[src/hw/rtl/dq_pkg.sv]
// ----------------------------------------------------------------------------
// dq_pkg
// Shared types for the double-ended queue: opcodes, error codes and the
// control state encoding.
// ----------------------------------------------------------------------------
package dq_pkg;

    // operation codes carried by each input word
    typedef enum logic [2:0] {
        OP_QUERY      = 3'd0,
        OP_PUSH_BACK  = 3'd1,
        OP_PUSH_FRONT = 3'd2,
        OP_POP_BACK   = 3'd3,
        OP_POP_FRONT  = 3'd4,
        OP_CLEAR      = 3'd5
    } opcode_t;

    // error codes reported with each result word
    typedef enum logic [1:0] {
        ERR_OK    = 2'd0,
        ERR_EMPTY = 2'd1,
        ERR_FULL  = 2'd2
    } err_t;

    // control states, one-hot
    typedef enum logic [1:0] {
        ST_IDLE = 2'b01,
        ST_READ = 2'b10
    } state_t;

endpackage

[src/hw/rtl/dq_store.sv]
// ----------------------------------------------------------------------------
// dq_store
// Element store of the queue: one write port and one read port, read data
// registered.
// ----------------------------------------------------------------------------
module dq_store #(
    parameter int DEPTH = 16
) (
    input  logic                       clk,
    input  logic                       we,
    input  logic [$clog2(DEPTH)-1:0]   waddr,
    input  logic [31:0]                wdata,
    input  logic                       re,
    input  logic [$clog2(DEPTH)-1:0]   raddr,
    output logic [31:0]                rdata
);

    logic [31:0] mem [DEPTH];

    // write port
    always_ff @(posedge clk)
    begin
        if (we)
        begin
            mem[waddr] <= wdata;
        end
    end

    // registered read port
    always_ff @(posedge clk)
    begin
        if (re)
        begin
            rdata <= mem[raddr];
        end
    end

endmodule

[src/hw/rtl/double_ended_queue_core.sv]
// ----------------------------------------------------------------------------
// double_ended_queue_core
// Bounded double-ended queue of signed 32-bit values in a circular store.
//
//   channel  signals                                         direction
//   input    in_valid, in_stall, opcode, push_value          word in
//   output   out_valid, out_stall, popped_value, front_value, word out
//            back_value, element_count, error_code
//
// Query, push, clear and failed operations load the result word from idle.
// A pop that leaves at least one element also enters the read state, which
// stalls input: the new front or back value comes from the store read port.
// Front and back values are cached in registers, so no other read is needed.
// Reset empties the queue at once; the store itself is not cleared.
// A stalled result holds in the output register and blocks new input words.
// ----------------------------------------------------------------------------
module double_ended_queue_core
    import dq_pkg::*;
#(
    parameter int DEPTH = 16
) (
    input  logic               clk,
    input  logic               rst_n,
    input  logic               in_valid,
    output logic               in_stall,
    input  logic [2:0]         opcode,
    input  logic signed [31:0] push_value,
    output logic               out_valid,
    input  logic               out_stall,
    output logic signed [31:0] popped_value,
    output logic signed [31:0] front_value,
    output logic signed [31:0] back_value,
    output logic [4:0]         element_count,
    output logic [1:0]         error_code
);

    localparam int ADDR_W = $clog2(DEPTH);
    localparam int CNT_W  = $clog2(DEPTH + 1);
    localparam logic [ADDR_W-1:0] LAST_SLOT = ADDR_W'(DEPTH - 1);
    localparam logic [CNT_W-1:0]  FULL_CNT  = CNT_W'(DEPTH);

    state_t              state_reg, state_next;
    logic [ADDR_W-1:0]   front_idx_reg, front_idx_next;
    logic [ADDR_W-1:0]   back_idx_reg, back_idx_next;
    logic [CNT_W-1:0]    count_reg, count_next;
    logic [31:0]         front_val_reg, front_val_next;
    logic [31:0]         back_val_reg, back_val_next;
    logic [31:0]         pend_popped_reg, pend_popped_next;
    logic                pend_front_reg, pend_front_next;
    logic                out_valid_reg, out_valid_next;
    logic [31:0]         out_popped_reg, out_popped_next;
    logic [31:0]         out_front_reg, out_front_next;
    logic [31:0]         out_back_reg, out_back_next;
    logic [CNT_W-1:0]    out_count_reg, out_count_next;
    err_t                out_err_reg, out_err_next;

    logic                accept;
    logic                full;
    logic                empty;
    logic                one_left;
    logic [ADDR_W-1:0]   front_inc;
    logic [ADDR_W-1:0]   front_dec;
    logic [ADDR_W-1:0]   back_inc;
    logic [ADDR_W-1:0]   back_dec;
    logic [ADDR_W-1:0]   back_dec2;
    logic                st_we;
    logic [ADDR_W-1:0]   st_waddr;
    logic                st_re;
    logic [ADDR_W-1:0]   st_raddr;
    logic [31:0]         st_rdata;
    logic                need_read;
    logic                load_out;
    logic [31:0]         res_popped;
    err_t                res_err;

    // element store
    dq_store #(
        .DEPTH (DEPTH)
    ) u_store (
        .clk   (clk),
        .we    (st_we),
        .waddr (st_waddr),
        .wdata (push_value),
        .re    (st_re),
        .raddr (st_raddr),
        .rdata (st_rdata)
    );

    // handshake
    assign in_stall = (state_reg != ST_IDLE) || (out_valid_reg && out_stall);
    assign accept   = in_valid && !in_stall;

    // occupancy and wrapped slot neighbors
    assign full      = (count_reg == FULL_CNT);
    assign empty     = (count_reg == '0);
    assign one_left  = (count_reg == CNT_W'(1));
    assign front_inc = (front_idx_reg == LAST_SLOT) ? '0 : front_idx_reg + ADDR_W'(1);
    assign front_dec = (front_idx_reg == '0) ? LAST_SLOT : front_idx_reg - ADDR_W'(1);
    assign back_inc  = (back_idx_reg == LAST_SLOT) ? '0 : back_idx_reg + ADDR_W'(1);
    assign back_dec  = (back_idx_reg == '0) ? LAST_SLOT : back_idx_reg - ADDR_W'(1);
    assign back_dec2 = (back_dec == '0) ? LAST_SLOT : back_dec - ADDR_W'(1);

    // operation decode and next state
    always_comb
    begin
        state_next       = state_reg;
        front_idx_next   = front_idx_reg;
        back_idx_next    = back_idx_reg;
        count_next       = count_reg;
        front_val_next   = front_val_reg;
        back_val_next    = back_val_reg;
        pend_popped_next = pend_popped_reg;
        pend_front_next  = pend_front_reg;
        out_popped_next  = out_popped_reg;
        out_front_next   = out_front_reg;
        out_back_next    = out_back_reg;
        out_count_next   = out_count_reg;
        out_err_next     = out_err_reg;
        st_we            = 1'b0;
        st_waddr         = back_idx_reg;
        st_re            = 1'b0;
        st_raddr         = front_inc;
        need_read        = 1'b0;
        load_out         = 1'b0;
        res_popped       = '0;
        res_err          = ERR_OK;

        case (state_reg)
            ST_IDLE:
            begin
                if (accept)
                begin
                    case (opcode)
                        OP_PUSH_BACK:
                        begin
                            if (full)
                            begin
                                res_err = ERR_FULL;
                            end
                            else
                            begin
                                st_we         = 1'b1;
                                st_waddr      = back_idx_reg;
                                back_idx_next = back_inc;
                                count_next    = count_reg + CNT_W'(1);
                                back_val_next = push_value;
                                if (empty)
                                begin
                                    front_val_next = push_value;
                                end
                            end
                        end
                        OP_PUSH_FRONT:
                        begin
                            if (full)
                            begin
                                res_err = ERR_FULL;
                            end
                            else
                            begin
                                st_we          = 1'b1;
                                st_waddr       = front_dec;
                                front_idx_next = front_dec;
                                count_next     = count_reg + CNT_W'(1);
                                front_val_next = push_value;
                                if (empty)
                                begin
                                    back_val_next = push_value;
                                end
                            end
                        end
                        OP_POP_BACK:
                        begin
                            if (empty)
                            begin
                                res_err = ERR_EMPTY;
                            end
                            else
                            begin
                                res_popped    = back_val_reg;
                                back_idx_next = back_dec;
                                count_next    = count_reg - CNT_W'(1);
                                if (!one_left)
                                begin
                                    // new back element lives one slot further in
                                    need_read       = 1'b1;
                                    st_re           = 1'b1;
                                    st_raddr        = back_dec2;
                                    pend_front_next = 1'b0;
                                end
                            end
                        end
                        OP_POP_FRONT:
                        begin
                            if (empty)
                            begin
                                res_err = ERR_EMPTY;
                            end
                            else
                            begin
                                res_popped     = front_val_reg;
                                front_idx_next = front_inc;
                                count_next     = count_reg - CNT_W'(1);
                                if (!one_left)
                                begin
                                    need_read       = 1'b1;
                                    st_re           = 1'b1;
                                    st_raddr        = front_inc;
                                    pend_front_next = 1'b1;
                                end
                            end
                        end
                        OP_CLEAR:
                        begin
                            front_idx_next = '0;
                            back_idx_next  = '0;
                            count_next     = '0;
                        end
                        default:
                        begin
                            res_err = ERR_OK;
                        end
                    endcase

                    if (need_read)
                    begin
                        pend_popped_next = res_popped;
                        state_next       = ST_READ;
                    end
                    else
                    begin
                        load_out        = 1'b1;
                        out_popped_next = res_popped;
                        out_front_next  = (count_next == '0) ? '0 : front_val_next;
                        out_back_next   = (count_next == '0) ? '0 : back_val_next;
                        out_count_next  = count_next;
                        out_err_next    = res_err;
                    end
                end
            end
            ST_READ:
            begin
                // refill the cached end from the store
                if (pend_front_reg)
                begin
                    front_val_next = st_rdata;
                end
                else
                begin
                    back_val_next = st_rdata;
                end
                load_out        = 1'b1;
                out_popped_next = pend_popped_reg;
                out_front_next  = pend_front_reg ? st_rdata : front_val_reg;
                out_back_next   = pend_front_reg ? back_val_reg : st_rdata;
                out_count_next  = count_reg;
                out_err_next    = ERR_OK;
                state_next      = ST_IDLE;
            end
            default:
            begin
                state_next = ST_IDLE;
            end
        endcase
    end

    // output word valid
    always_comb
    begin
        if (load_out)
        begin
            out_valid_next = 1'b1;
        end
        else if (!out_stall)
        begin
            out_valid_next = 1'b0;
        end
        else
        begin
            out_valid_next = out_valid_reg;
        end
    end

    // control registers
    always_ff @(posedge clk or negedge rst_n)
    begin
        if (!rst_n)
        begin
            state_reg     <= ST_IDLE;
            front_idx_reg <= '0;
            back_idx_reg  <= '0;
            count_reg     <= '0;
            out_valid_reg <= 1'b0;
        end
        else
        begin
            state_reg     <= state_next;
            front_idx_reg <= front_idx_next;
            back_idx_reg  <= back_idx_next;
            count_reg     <= count_next;
            out_valid_reg <= out_valid_next;
        end
    end

    // payload registers
    always_ff @(posedge clk)
    begin
        front_val_reg   <= front_val_next;
        back_val_reg    <= back_val_next;
        pend_popped_reg <= pend_popped_next;
        pend_front_reg  <= pend_front_next;
        out_popped_reg  <= out_popped_next;
        out_front_reg   <= out_front_next;
        out_back_reg    <= out_back_next;
        out_count_reg   <= out_count_next;
        out_err_reg     <= out_err_next;
    end

    // output ports
    assign out_valid     = out_valid_reg;
    assign popped_value  = out_popped_reg;
    assign front_value   = out_front_reg;
    assign back_value    = out_back_reg;
    assign element_count = 5'(out_count_reg);
    assign error_code    = out_err_reg;

endmodule

[config.mk]
export PLATFORM = sky130hd
export DESIGN_NAME = double_ended_queue_core
export DESIGN_NICKNAME = d
export VERILOG_FILES = /design/src/hw/rtl/dq_pkg.sv /design/src/hw/rtl/dq_store.sv /design/src/hw/rtl/double_ended_queue_core.sv
export SDC_FILE = /design/constraint.sdc
export NUM_CORES = 1
export LEC_CHECK = 0
export BUFFER_PORTS_ARGS = -buffer_cell sky130_fd_sc_hd__buf_4
export CELL_PAD_IN_SITES_DETAIL_PLACEMENT = 0
export CELL_PAD_IN_SITES_GLOBAL_PLACEMENT = 1
export CORE_UTILIZATION = 30
export DETAILED_ROUTE_END_ITERATION = 10
export PLACE_DENSITY_LB_ADDON = 0.1
export SYNTH_ARGS = -nofsm -noshare
export SYNTH_HDL_FRONTEND = slang
export SYNTH_HIERARCHICAL = 1
export SYNTH_SLANG_ARGS = --single-unit
[constraint.sdc]
create_clock -name clk -period 9.8 [get_ports clk]
set_clock_uncertainty 0.15 [all_clocks]
set_input_delay 1.96 -clock clk [delete_from_list [all_inputs] [get_ports clk]]
set_output_delay 1.96 -clock clk [all_outputs]
set_load 0.05 [all_outputs]
Word level (Yosys, flattened, before mapping)
Memories as Yosys holds them, arrays and structs flattened. A register that Yosys moved wholly into a read port is not among the register bits.
Cells that the tools add are included.

word-level totals
  bits in registers = 216
  bits in writable memories = 512
  input bits = 39
  memories = 1

cells by class
  $add $sub $neg = 7
  equal/unequal tests = 22
  mux-type cells = 88
  reductions and logical operators = 23

memories
  name         depth  width  read ports  clocked after memory_dff  write ports  line            RTL
  u_store.mem  16     32     1           1                         1            dq_store.sv:18  logic [31:0] mem [DEPTH];

operator list
  operator                                           count
  two-way mux 32 bit                                 20
  one-hot mux 32 bit (2 select lines)                8
  two-way mux 4 bit                                  18
  two-way mux 5 bit                                  6
  one-hot mux 4 bit (3 select lines)                 2
  two-way mux 1 bit                                  22
  != test 2 bit (second input constant)              9
  one-hot mux 5 bit (3 select lines)                 1
  zero test 4 bit                                    3
  two-way mux 2 bit                                  6
  subtractor 4 x 1 -> 4 bit (second input constant)  3
  zero test 5 bit                                    2
  one-hot mux 5 bit (2 select lines)                 1
  AND reduction 5 bit                                2
  adder 4 x 1 -> 4 bit (second input constant)       2
  == test 4 bit (second input constant)              2
  one-hot mux 2 bit (2 select lines)                 2
  AND reduction 7 bit                                1
  == test 3 x 2 -> 1 bit (second input constant)     2
  == test 3 bit (second input constant)              2
  AND reduction 2 bit                                3
  AND reduction 3 bit                                2
  nonzero test 3 bit                                 2
  adder 5 x 1 -> 5 bit (second input constant)       1
  13 further kinds                                   18

Longest topological paths before layout
  word-level depth = 11
  mapped depth = 14
  depth with buffers taken out = 10

Hierarchy
Netlist, hierarchy kept.

by module, submodules not included
  module                   instances  cells each  area each (um2)  seq. area each (um2)
  dq_store                 1          838         20155.6          16335.7
  double_ended_queue_core  1          952         11497.3          6407.4

Least setup slack after synthesis
No wires, ideal clock.

  kind = input to register
  start = input opcode[0]
  end = register out_back_reg[0], in the netlist back_value[0] (enable)
  library setup time = 0.707 ns
  data arrival time = 10.095 ns
  slack = -1.152 ns
  cell stages on the path = 7
  buffers on the path = 1
  cell sequence = buf_2 inv_1 nand3_1 inv_1 o21ai_0 nor2_1 o21ai_0

on the way
  cells in the longest elaborated chain, start to end = 7
  elaborated cells on any way between the ends = 8
  those cells by class = eq/ne: 3; mux: 3; reduce/logical: 2

ends and longest elaborated chain
  element                                                         line                            RTL
  from (decl)                                                     double_ended_queue_core.sv:26   input logic [2:0] opcode,
  == test 3 bit / == test 3 x 2 -> 1 bit (equally long branches)  double_ended_queue_core.sv:133  case (opcode)
  OR reduction 2 bit (no line) *                                  n/a
  two-way mux 1 bit *                                             n/a
  two-way mux 1 bit *                                             double_ended_queue_core.sv:131  if (accept)
  two-way mux 1 bit *                                             double_ended_queue_core.sv:128  case (state_reg)
  != test 2 bit (no line) *                                       n/a
  AND reduction 3 bit (no line) *                                 n/a
  to (signal assigned)                                            double_ended_queue_core.sv:314  out_back_reg <= out_back_next;
  to (decl)                                                       double_ended_queue_core.sv:53   logic [31:0] out_back_reg, out_back_next;

Every way passes the cells marked *; elsewhere a longest branch is shown, timed or not. The select of a mux whose other input is x is not followed.
A chain may end at the register's enable or synchronous reset.

Worst setup path in the final report
  start = input opcode[2]
  end = register u_store.rdata[21], read port of u_store.mem (data pin)

on the way
  elaborated cells on any way between the ends = 9
  those cells by class = eq/ne: 2; mux: 6; reduce/logical: 1

RTL lines
  element                 line                            RTL
  == test 3 x 2 -> 1 bit  double_ended_queue_core.sv:133
  two-way mux 4 bit       n/a
  two-way mux 4 bit       double_ended_queue_core.sv:131
  two-way mux 4 bit       double_ended_queue_core.sv:128
  named net st_raddr[0]   double_ended_queue_core.sv:69   logic [ADDR_W-1:0] st_raddr;
  to (decl)               dq_store.sv:15                  output logic [31:0] rdata

The timed path passes the listed nets, and every way through them passes these cells.

==> results.toml <==
[cts]
clockRootBuffer = "clkbuf_16"
numCtsBuffers = 87
path_clk_slew_ps = 60
clk_latency_ps = 640
clock_path_buffers = 3
postCtsSetupRepairBufs = 0
htree_levels = 3
holdBufCountCts = 0
cts-resized-gates = 0
clock_sinks = 760
cts_tree = "yes"

[logic_synthesis]
yosysWarningCount = 6
post_synth_and_or_nand_nor_area_fraction_pct = 4.577
synthesis.instances = 1790
synth_mux_area_share_pct = 12.89
ys.flop_type = "edfxtp_1"
syn_area_um2 = 31650
synthAdderAreaFrac_pct = 0.5139
async_flop_share_pct = 2.105
ys_seq_area_share_pct = 71.85
yosys.cell_types.count = 67
syn_avg_cell_area_um2 = 17.68
synthXorXnorAreaFrac_pct = 0.3241
synth-edff-count = 744
synth_compound_area_share_pct = 8.001
synth_top_family_by_area = "multiplexers"
ys_seq_elements = 760
synth_nets = 1842

[power_and_ir_drop]
p_switching_uw = 4150
worst_ir_drop_vdd_uv = 238.7
p_per_area_nw_per_um2 = 313.6
p_clk_share_pct = 27.1
pwr-share-comb_pct = 34.9
internal-power_uw = 7542
power_frac_seq_pct = 38.0
p_sw_share_pct = 35.49
p_leak_uw = 0.01197

[global_routing]
grt_pass1_wl_um = 128800
overflow = 0
grt_pass1_vias = 17810
antenna_found_initial = 7
grt_max_degree = 106
grt_usage_pct = 16.70

[finish]
n_fill_cell = 9731
multi_input_area_um2 = 8539
nets = 2002
largest_reg_flops = 512
area_growth_pct = 17.80
drive_above_1_share_pct = 30.31
final_common_cell = "edfxtp_1"
largest_register = "u_store/mem"
regArea_um2 = 22740
post_layout_nonfiller_instances = 3406
layout_common_cells = "744 x edfxtp_1, 186 x buf_4, 138 x nor2_1"
utilization_pct = 35.82

[drt]
wl_per_cell_um = 26.29
drt-total-wl_um = 89550
met2_length_um = 42450
ant_nets = 0
initialDrtViolationCount = 1361
first_pass_iters = 5
wl_met1_um = 41160
vias_per_cell = 5.056
routed.top_layer = "met5"
drc_errors = 0
wl_met3_um = 4371
vias = 17220

[die]
placementRows = 118
chipWidth_um = 326.8
dieArea_um2 = 106800
core_area_um2 = 104100
initial_core_util_pct = 30.41
io_pins = 144
die_h_um = 326.8

[sta]
fmax_mhz = 153.0
period_needed_ps = 6536
rsz0062_at_grt = "no"
finalHoldViolCount = 0
final-setup-viol-count = 0
fin_tns_setup_ps = 0
worstMarginPinSlew_ps = 1087
slew_violations = 0
slew_headroom_pct = 27.38
finalCritPeriodShare_pct = 66.69

[worst_setup_path]
path_delay_family = "buffers and inverters"
slowest_stage = "nor3b_1"
critical_path_class = "input port to register"
cp.required_ps = 10050
crit_fanout = 105
path_buf_inv = 4
crit_path_end_kind = "register"
cp-start-kind = "input port"
reg2reg_slack_ps = 3820
crit_path_max_incr_delay_ps = 940
worstPathCellList = "buf_4 -> and3b_1 -> and2_1 -> buf_4 -> nor3b_1 -> a21oi_1 -> a21oi_4 -> buf_12 -> buf_4 -> mux4_2 -> a22oi_1 -> nand2_1"
crit_arrival_ps = 6780
cpMostUsedCell = "buf_4"

[placement]
dpl.cell_count = 3241
dp_hpwl_um = 49450
portBuffers = 143
place.gp.congestion = 0.7428

[status]
status = "finished, final reports clean"

[min_path]
hp-class = "register to register"

[run]
drv_cap = 0
[final timing paths]
path,from,to,depth (start not counted)
min reg2reg,pend_popped_reg[2],popped_value[2],1
min in group asynchronous,rst_n,front_idx_reg[0],1
min,pend_popped_reg[2],popped_value[2],1
max,opcode[2],u_store/rdata[21],12
max reg2reg,count_reg[1],u_store/rdata[21],13
max in group asynchronous,rst_n,state_reg[0],1
[synthesized netlist by cell type (all sizes together) (2+ instances only)]
cell / instances / share of area [%]
or4: 2 / 0.047
a21o: 2 / 0.047
mux2: 101 / 3.6
nand4: 2 / 0.040
o22ai: 5 / 0.099
nor3b: 3 / 0.071
nand2b: 13 / 0.26
and2: 3 / 0.059
nor2b: 6 / 0.12
a22oi: 66 / 1.6
a22o: 34 / 0.94
nor4: 3 / 0.11
a211oi: 63 / 2.1
edfxtp: 744 / 71
mux2i: 6 / 0.19
a21boi: 5 / 0.17
nand3: 7 / 0.11
and3: 2 / 0.040
o32ai: 61 / 1.7
nor2: 152 / 1.8
buf: 45 / 0.82
a32o: 2 / 0.063
nor4b: 3 / 0.10
o211ai: 3 / 0.071
or3: 2 / 0.040
ha: 13 / 0.51
clkbuf: 71 / 0.84
mux4: 128 / 9.1
nand2: 116 / 1.4
o21ai: 30 / 0.47
o221a: 2 / 0.071
xor2: 3 / 0.083
or3b: 2 / 0.055
xnor2: 6 / 0.17
o2111ai: 2 / 0.075
inv: 15 / 0.18
o31ai: 2 / 0.047
a31oi: 2 / 0.040
a21oi: 21 / 0.33
nor3: 10 / 0.16
dfrtp: 15 / 1.2
nand3b: 2 / 0.047
[through the flow]
stage / hold slack [ps] / cell area, µm² / power [µW] / setup slack (ps)
floorplan: 326.1 / 31650 / 7404 / 1627
global placement: 381.5 / 34480 / 8659 / 2631
detailed placement: 380.5 / 34480 / 8680 / 2452
CTS: 395.2 / 37270 / 11900 / 3155
global route: 411.3 / 37270 / 12290 / 2787
finish: 396.8 / 37290 / 11690 / 3264
[cell type report]
type / instances / share of cell area, %
Clock buffer: 109 / 6.060
Multi-Input combinational cell: 899 / 22.90
Timing Repair Buffer: 187 / 3.799
Antenna cell: 7 / 0.04698
Clock inverter: 49 / 1.413
Sequential cell: 760 / 61.00
Tap cell: 1380 / 4.631
Inverter: 15 / 0.1510
[power by group through the flow]
| stage | clock network (µW) | logic, µW | registers (µW) |
|---|---|---|---|
| final | 3170 | 4080 | 4450 |
| after detailed placement | 0 | 4160 | 4520 |
| after floorplan | 0 | 2400 | 5000 |
| after global placement | 0 | 4150 | 4510 |
| after CTS | 3280 | 4170 | 4460 |
| after global routing | 3400 | 4390 | 4490 |
[routing by layer]
| layer | vias to the layer above | GRT usage [%] |
|---|---|---|
| met5 | - | 0 |
| met4 | 8 | 3.850 |
| met3 | 116 | 3.133 |
| met2 | 382 | 26.97 |
| met1 | 9099 | 23.26 |
| li1 | 7615 | - |
[worst reg2reg max path: cells and delay by family (launching register included)]
kind,cells,cell delay [ps]
DFF,1,520
muxes,1,580
AOI/OAI and AO/OA,3,620
and+or+nand+nor,4,1610
adders and majority gates,1,290
buffers and inverters,4,1980
[logic make-up (layout without fill, tap and decap cells)]
kind of cell             Yosys count  in the layout
multiplexers                     235            235
adder cells (fa/ha/maj)           13             13
AO/OA/AOI/OAI                    308            308
flip-flops                       760            760
XOR/XNOR                          10             10
other                              0              7
AND/OR/NAND/NOR                  333            333
buffers and inverters            131            360
No activity file was read; power rests on OpenSTA's default activity.
